### config.mk
export PLATFORM = sky130hd
export DESIGN_NAME = ntc_ctrl
export DESIGN_NICKNAME = d
export VERILOG_FILES = /design/src/design/ntc_pkg.sv /design/src/design/ntc_ctrl.sv
export SDC_FILE = /design/constraint.sdc
export NUM_CORES = 1
export LEC_CHECK = 0
export BUFFER_PORTS_ARGS = -buffer_cell sky130_fd_sc_hd__clkbuf_2
export CORE_MARGIN = 8
export CORE_UTILIZATION = 45
export DETAILED_ROUTE_END_ITERATION = 10
export GPL_TIMING_DRIVEN = 0
export PLACE_DENSITY = 0.75
export SLEW_MARGIN = 20
export SYNTH_ARGS = -nofsm -noshare
export SYNTH_HDL_FRONTEND = slang
export SYNTH_SLANG_ARGS = --single-unit
### constraint.sdc
create_clock -name clk_i -period 3.2 [get_ports clk_i]
set_input_delay 0.16 -clock clk_i [delete_from_list [all_inputs] [get_ports clk_i]]
set_output_delay 0.16 -clock clk_i [all_outputs]
set_load 0.1 [all_outputs]
### src/design/ntc_pkg.sv
// ----------------------------------------------------------------------------
// ntc_pkg
// Shared constants and controller/datapath interface types for the
// nearest-template classifier.
// ----------------------------------------------------------------------------
package ntc_pkg;

  // Storage sizes
  localparam int unsigned MAX_TEMPLATES  = 64;
  localparam int unsigned FEATURE_LENGTH = 64;

  // Field widths
  localparam int unsigned TIDX_W   = 6;
  localparam int unsigned EIDX_W   = 6;
  localparam int unsigned SAMPLE_W = 16;
  localparam int unsigned LABEL_W  = 8;
  localparam int unsigned COUNT_W  = 7;
  localparam int unsigned DIST_W   = 38;
  localparam int unsigned SQ_W     = 2 * SAMPLE_W;
  localparam int unsigned TADDR_W  = TIDX_W + EIDX_W;

  // Operation codes
  localparam logic OP_LOAD  = 1'b0;
  localparam logic OP_QUERY = 1'b1;

  // Commands from the controller to the datapath
  typedef struct packed {
    logic              load_wr;      // write one template element and its label
    logic              query_start;  // latch query element, reset the search
    logic              issue;        // start one template through the pipeline
    logic [TIDX_W-1:0] issue_idx;    // template issued this cycle
    logic              label_rd;     // fetch the label of the best template
    logic              out_load;     // load the result register
  } ctl_cmd_t;

  // Status from the datapath to the controller
  typedef struct packed {
    logic busy;      // some template still in the pipeline
    logic out_free;  // result register can take a new beat
  } dp_status_t;

endpackage

### src/design/ntc_ctrl.sv
// ----------------------------------------------------------------------------
// ntc_ctrl
// Controller: holds the template count, takes input beats, sweeps the active
// templates once per query element and sequences the result.
// ----------------------------------------------------------------------------
module ntc_ctrl import ntc_pkg::*; (
  input  logic               clk_i,
  input  logic               rst_ni,
  input  logic               cfg_we_i,
  input  logic [COUNT_W-1:0] cfg_wdata_i,
  input  logic               in_valid_i,
  output logic               in_stall_o,
  input  logic               operation_i,
  input  logic               last_element_i,
  output ctl_cmd_t           cmd_o,
  input  dp_status_t         status_i
);

  localparam logic [2:0] ST_IDLE  = 3'd0;
  localparam logic [2:0] ST_SWEEP = 3'd1;
  localparam logic [2:0] ST_DRAIN = 3'd2;
  localparam logic [2:0] ST_LABEL = 3'd3;
  localparam logic [2:0] ST_EMIT  = 3'd4;

  logic [2:0]         state_q, state_d;
  logic [TIDX_W-1:0]  idx_q, idx_d;
  logic [COUNT_W-1:0] count_q;
  logic [COUNT_W-1:0] active_q, active_d;
  logic               last_q, last_d;
  logic [COUNT_W-1:0] n_eff;
  logic               accept;

  assign in_stall_o = (state_q != ST_IDLE);
  assign accept     = in_valid_i && !in_stall_o;

  // Clamp the count to the store size
  assign n_eff = (count_q > COUNT_W'(MAX_TEMPLATES)) ? COUNT_W'(MAX_TEMPLATES) : count_q;

  // Template count register
  always_ff @(posedge clk_i or negedge rst_ni) begin
    if (!rst_ni) begin
      count_q <= '0;
    end else if (cfg_we_i) begin
      count_q <= cfg_wdata_i;
    end
  end

  // Next state and commands
  always_comb begin
    state_d  = state_q;
    idx_d    = idx_q;
    active_d = active_q;
    last_d   = last_q;
    cmd_o    = '0;
    cmd_o.issue_idx = idx_q;
    unique case (state_q)
      ST_IDLE: begin
        if (accept && (operation_i == OP_LOAD)) begin
          cmd_o.load_wr = 1'b1;
        end
        if (accept && (operation_i == OP_QUERY)) begin
          cmd_o.query_start = 1'b1;
          last_d   = last_element_i;
          active_d = n_eff;
          idx_d    = '0;
          state_d  = (n_eff == '0) ? ST_DRAIN : ST_SWEEP;
        end
      end
      ST_SWEEP: begin
        cmd_o.issue = 1'b1;
        if (COUNT_W'(idx_q) == (active_q - COUNT_W'(1))) begin
          state_d = ST_DRAIN;
        end else begin
          idx_d = idx_q + TIDX_W'(1);
        end
      end
      ST_DRAIN: begin
        if (!status_i.busy) begin
          state_d = last_q ? ST_LABEL : ST_IDLE;
        end
      end
      ST_LABEL: begin
        cmd_o.label_rd = 1'b1;
        state_d = ST_EMIT;
      end
      ST_EMIT: begin
        if (status_i.out_free) begin
          cmd_o.out_load = 1'b1;
          state_d = ST_IDLE;
        end
      end
      default: begin
        state_d = ST_IDLE;
      end
    endcase
  end

  // Advance state
  always_ff @(posedge clk_i or negedge rst_ni) begin
    if (!rst_ni) begin
      state_q  <= ST_IDLE;
      idx_q    <= '0;
      active_q <= '0;
      last_q   <= 1'b0;
    end else begin
      state_q  <= state_d;
      idx_q    <= idx_d;
      active_q <= active_d;
      last_q   <= last_d;
    end
  end

endmodule

# --- Word-level counts from Yosys, hierarchy flattened ---
# Index checks and enable logic that the tools add are counted.
word_totals:
  reg_bits: 24
  in_bits: 15
  output_inout_bits: 12
  wordCells: 48
op_classes:
  n_addsub: 2
  n_lt_le_gt_ge: 1
  eq_ne: 10
  mux: 18
  n_bitwise: 1
  reduce_logical: 11
ops:
  columns: ["op", "n"]
  rows:
  - ["3-bit case mux with 5 select lines", 1]
  - ["3-bit 2-to-1 mux", 4]
  - ["6-bit 2-to-1 mux", 2]
  - ["6-bit case mux with 2 select lines", 1]
  - ["2-bit inequality test, second input constant", 5]
  - ["6-bit by 7-bit == test with 1-bit output", 1]
  - ["7-bit greater-than comparator, second input constant", 1]
  - ["7-bit logical NOT", 1]
  - ["7-bit 2-to-1 mux", 1]
  - ["7-bit by 1-bit subtractor with 7-bit output, second input constant", 1]
  - ["6-bit by 1-bit adder with 6-bit output, second input constant", 1]
  - ["3-bit by 2-bit == test with 1-bit output, second input constant", 2]
  - ["1-bit 2-to-1 mux", 6]
  - ["2-bit 2-to-1 mux", 3]
  - ["4-bit AND reduction", 1]
  - ["3-bit by 1-bit == test with 1-bit output, second input constant", 1]
  - ["3-bit == test, second input constant", 1]
  - ["1-bit logical AND", 3]
  - ["3-bit logical NOT", 1]
  - ["3-bit AND reduction", 1]
  - ["3-bit nonzero test", 1]
  - ["2-bit AND reduction", 1]
  - ["2-bit nonzero test", 1]
  - ["1-bit logical NOT", 1]
  - ["1-bit inverter", 1]

# --- Longest topological paths before layout ---
depth:
  depth_word: 6
  ltp_mapped: 7
  ltp_nobuf: 7

# --- Worst setup path after synthesis ---
# OpenSTA, ideal clock, no wires.
synth_timing:
  path_type: "flip-flop to flip-flop"
  startpoint: "reg idx_q[2]"
  endpoint: "reg state_q[0]"
  arrival_time_ns: 2.523
  required_ns: 3.080
  path_slack_ns: 0.557
  path_stages_with_launch: 6
  path_buffers: 0
  synth_period_minus_slack_ns: 2.643
  cell_sequence: "dfrtp_1 > or4bb_1 > a22o_1 > nor4b_4 > a31oi_4 > a31o_1"
synth_via:
  elab_chain_cells: 3
synth_rtl:
  columns: ["item", "line_no", "rtl"]
  rows:
  - ["from (decl)", "ntc_ctrl.sv:26", "logic [TIDX_W-1:0] idx_q, idx_d;"]
  - ["from (signal assigned)", "ntc_ctrl.sv:107", "idx_q <= idx_d;"]
  - ["6-bit by 7-bit == test with 1-bit output", "ntc_ctrl.sv:71", "if (COUNT_W'(idx_q) == (active_q - COUNT_W'(1))) begin"]
  - ["2-bit inequality test (no line)", null, null]
  - ["4-bit AND reduction (no line)", null, null]
  - ["to (signal assigned)", "ntc_ctrl.sv:106", "state_q <= state_d;"]
  - ["to (decl)", "ntc_ctrl.sv:25", "logic [2:0] state_q, state_d;"]
# No other way between the ends.
# A chain may end at the register's enable or synchronous reset.

==> flow_summary.json <==
{
  "cap_viol_max_count": 0,
  "ant_nets": 0,
  "gr-total-overflow": 0,
  "slew_headroom_pct": 60.9,
  "r2r_cells": 7,
  "die_y_um": 72.9,
  "num_io_pins": 27,
  "skew_ns": 0.00263,
  "routed_wl_mm": 3.23,
  "clock-root-buffer": "clkbuf_4",
  "start_kind": "flip-flop",
  "ys_seq_elements": 24,
  "cp.required_ns": 3.04,
  "fmax_mhz": 398,
  "synthCells": 153,
  "cts_setup_buffers": 0,
  "critical_path_class": "flip-flop to primary output",
  "areaGrowthSynthToFinish_pct": 14.6,
  "synthTopCellsByArea": "dfrtp_1 41%, mux2_2 5.4%, nand2_1 4.9%",
  "insertion_delay_ns": 0.30,
  "synth_edf_count": 0,
  "clkTransAtPathRegs_ns": 0.12,
  "synthArstFlopShare_pct": 100,
  "cts_sinks": 24,
  "endpoint_kind": "primary output",
  "synth_nets": 170,
  "grt_pass1_wl_mm": 5.82,
  "synth_top_cell_by_area": "dfrtp_1",
  "htree_num_levels": 1,
  "final_hold_viol_count": 0,
  "cts_buffer_depth": 2,
  "drtPass1Iterations": 4,
  "muxShareOfSynthArea_pct": 6.78,
  "place.gp.congestion": 0.909,
  "final_nets": 201,
  "die_x_um": 72.9,
  "synthSimpleGateAreaFrac_pct": 24.5,
  "drc": 0,
  "synth_top_family_by_area": "simple AND/OR/NAND/NOR gates",
  "path_max_fanout": 10,
  "cp_top_family": "buffers and inverters",
  "setup_viol": 0,
  "cts_tree": "built",
  "rrSetupSlack_ns": 0.71,
  "r2r_start": "active_q[0]$_DFFE_PN0P_",
  "slew_viol_final": 0,
  "track_usage_pct": 13.5,
  "wl_per_cell_um": 14.3,
  "rsz0062_at_grt": "false",
  "yosys-top-cells-count": "24 x dfrtp_1, 19 x nand2_1, 8 x inv_1, 8 x nand2b_1",
  "max_stage_delay_ns": 0.50,
  "fin_setup_tns_ns": 0,
  "die-area_mm2": 0.00532,
  "rr_endpoint": "state_q[0]$_DFFE_PN0P_",
  "ys_seq_area_share_pct": 41.2,
  "layout-drive-gt1-share_pct": 22.5,
  "io_buffer_count": 25,
  "syn_area_mm2": 0.00146,
  "hold_path.startpoint": "last_element_i",
  "yosys_warnings": 0,
  "crit_buf_inv": 3,
  "vias_per_cell": 5.61,
  "period_minus_slack_ns": 2.51,
  "grt_max_degree": 25,
  "min_to": "last_q$_DFFE_PN0P_",
  "synthAdderAreaFrac_pct": 1.72,
  "synthMostInstantiatedCell": "dfrtp_1",
  "grt_pass1_vias": 1321,
  "synthXorXnorAreaFrac_pct": 2.40,
  "cp_cell_sequence": "clkbuf_1, nor3_1, nand3_1, inv_2, clkbuf_2",
  "ys.flop_type": "dfrtp_1",
  "period_share_pct": 78.4,
  "core_mm2": 0.00308,
  "dp_hpwl_mm": 2.60,
  "drt_iter0_drc": 69,
  "slowest_stage": "clkbuf_2",
  "initial_utilization_pct": 47.4,
  "vias": 1268,
  "yosysUniqueCellTypes": 47,
  "worst_pin_slew_ns": 0.587,
  "synth_compound_area_share_pct": 18.8,
  "cts_buffers": 3,
  "antenna_found_initial": 0,
  "outcome": "finished clean",
  "synth.top_cell.area_share_pct": 41.2,
  "hold_class": "primary input to flip-flop",
  "cp_num_cells": 5,
  "antenna_cells": 0,
  "holdPathStages": 3,
  "post_synth.cell_area_avg_um2": 9.53,
  "critPathArrivalTime_ns": 2.35,
  "row_count": 20
}
## flip-flops by register name, summed over array words and instances, names as in the netlist
register and count:
idx_q 6, last_q 1, count_q 7, state_q 3
active_q 7
## metal layers
metal  track usage [%]  part of all wire (%)
met5                 0                     0
met4              5.56                   1.1
met2              23.2                    49
met3              3.71                   6.3
met1              15.2                    44
## worst register-to-register path, cell delays in order (launching register included)
cell and delay, ns:
dfrtp_1 0.45, inv_1 0.10, ha_1 0.22, or4b_1 0.48
a22o_1 0.24, nor4b_4 0.45, a31oi_4 0.20, a31o_1 0.25
## how the worst max path moves through the flow
stage,to,startpoint
after floorplan,state_q[0]$_DFFE_PN0P_,idx_q[2]$_DFFE_PN0P_
after global placement,state_q[0]$_DFFE_PN0P_,active_q[0]$_DFFE_PN0P_
after detailed placement,state_q[0]$_DFFE_PN0P_,active_q[0]$_DFFE_PN0P_
after CTS,state_q[0]$_DFFE_PN0P_,active_q[0]$_DFFE_PN0P_
after global routing,cmd_o[9],state_q[1]$_DFFE_PN0P_
final,cmd_o[9],state_q[1]$_DFFE_PN0P_
## placed cells by master (no fill, tap or decap), types with 2 or more instances in the layout
cell type and count:
clkbuf_2 25, dfrtp_1 24, nand2_1 19, inv_1 8
nand2b_1 8, clkbuf_1 7, mux2_2 7, o21ai_1 6
nor2_1 5, and3_1 5, a31oi_1 5, a21oi_1 4
nand3b_1 4, nor3_1 3, nand3_1 3, xor2_1 3
clkbuf_4 3, or4_1 2, nor2b_1 2, or3_1 2
o21ai_0 2, a2bb2oi_1 2, a31o_1 2, o21bai_1 2
o221ai_1 2, mux2i_1 2, ha_1 2
## stage by stage
stage | setup WS (ns) | hold slack [ns] | instance area, um2 | instances | utilization (%)
finish | 0.690 | 0.0427 | 1670 | 226 | 54.3
floorplan | 0.557 | -0.136 | 1460 | 153 | -
detailed placement | 0.735 | 0.189 | 1640 | 222 | 53.2
CTS | 0.710 | 0.0352 | 1670 | 226 | 54.3
global route | 0.490 | 0.0596 | 1670 | 226 | 54.3
global placement | 0.807 | 0.175 | 1640 | 222 | 53.2
## final cells by class
class,instances,area (um2)
Tap cell,44,55.1
Multi-Input combinational cell,112,790
Sequential cell,24,601
Clock buffer,3,22.5
Inverter,9,33.8
Buffer,8,33.8
Fill cell,292,1410
Timing Repair Buffer,26,135
## timing repair
action                                 in CTS  in global routing
hold buffers                                1                  0
endpoints found under the hold margin      24                  0
gates resized for setup                     0                  0
## cells by family (layout without fill, tap and decap cells)
group / Yosys count / in the layout
buffers and inverters: 17 / 46
AO/OA/AOI/OAI: 36 / 36
multiplexers: 9 / 9
XOR/XNOR: 4 / 4
adder cells (fa/ha/maj): 2 / 2
flip-flops: 24 / 24
AND/OR/NAND/NOR: 61 / 61
Power is not shown: default switching activity piles up to over one toggle a cycle in this logic, so the estimate is an artifact.
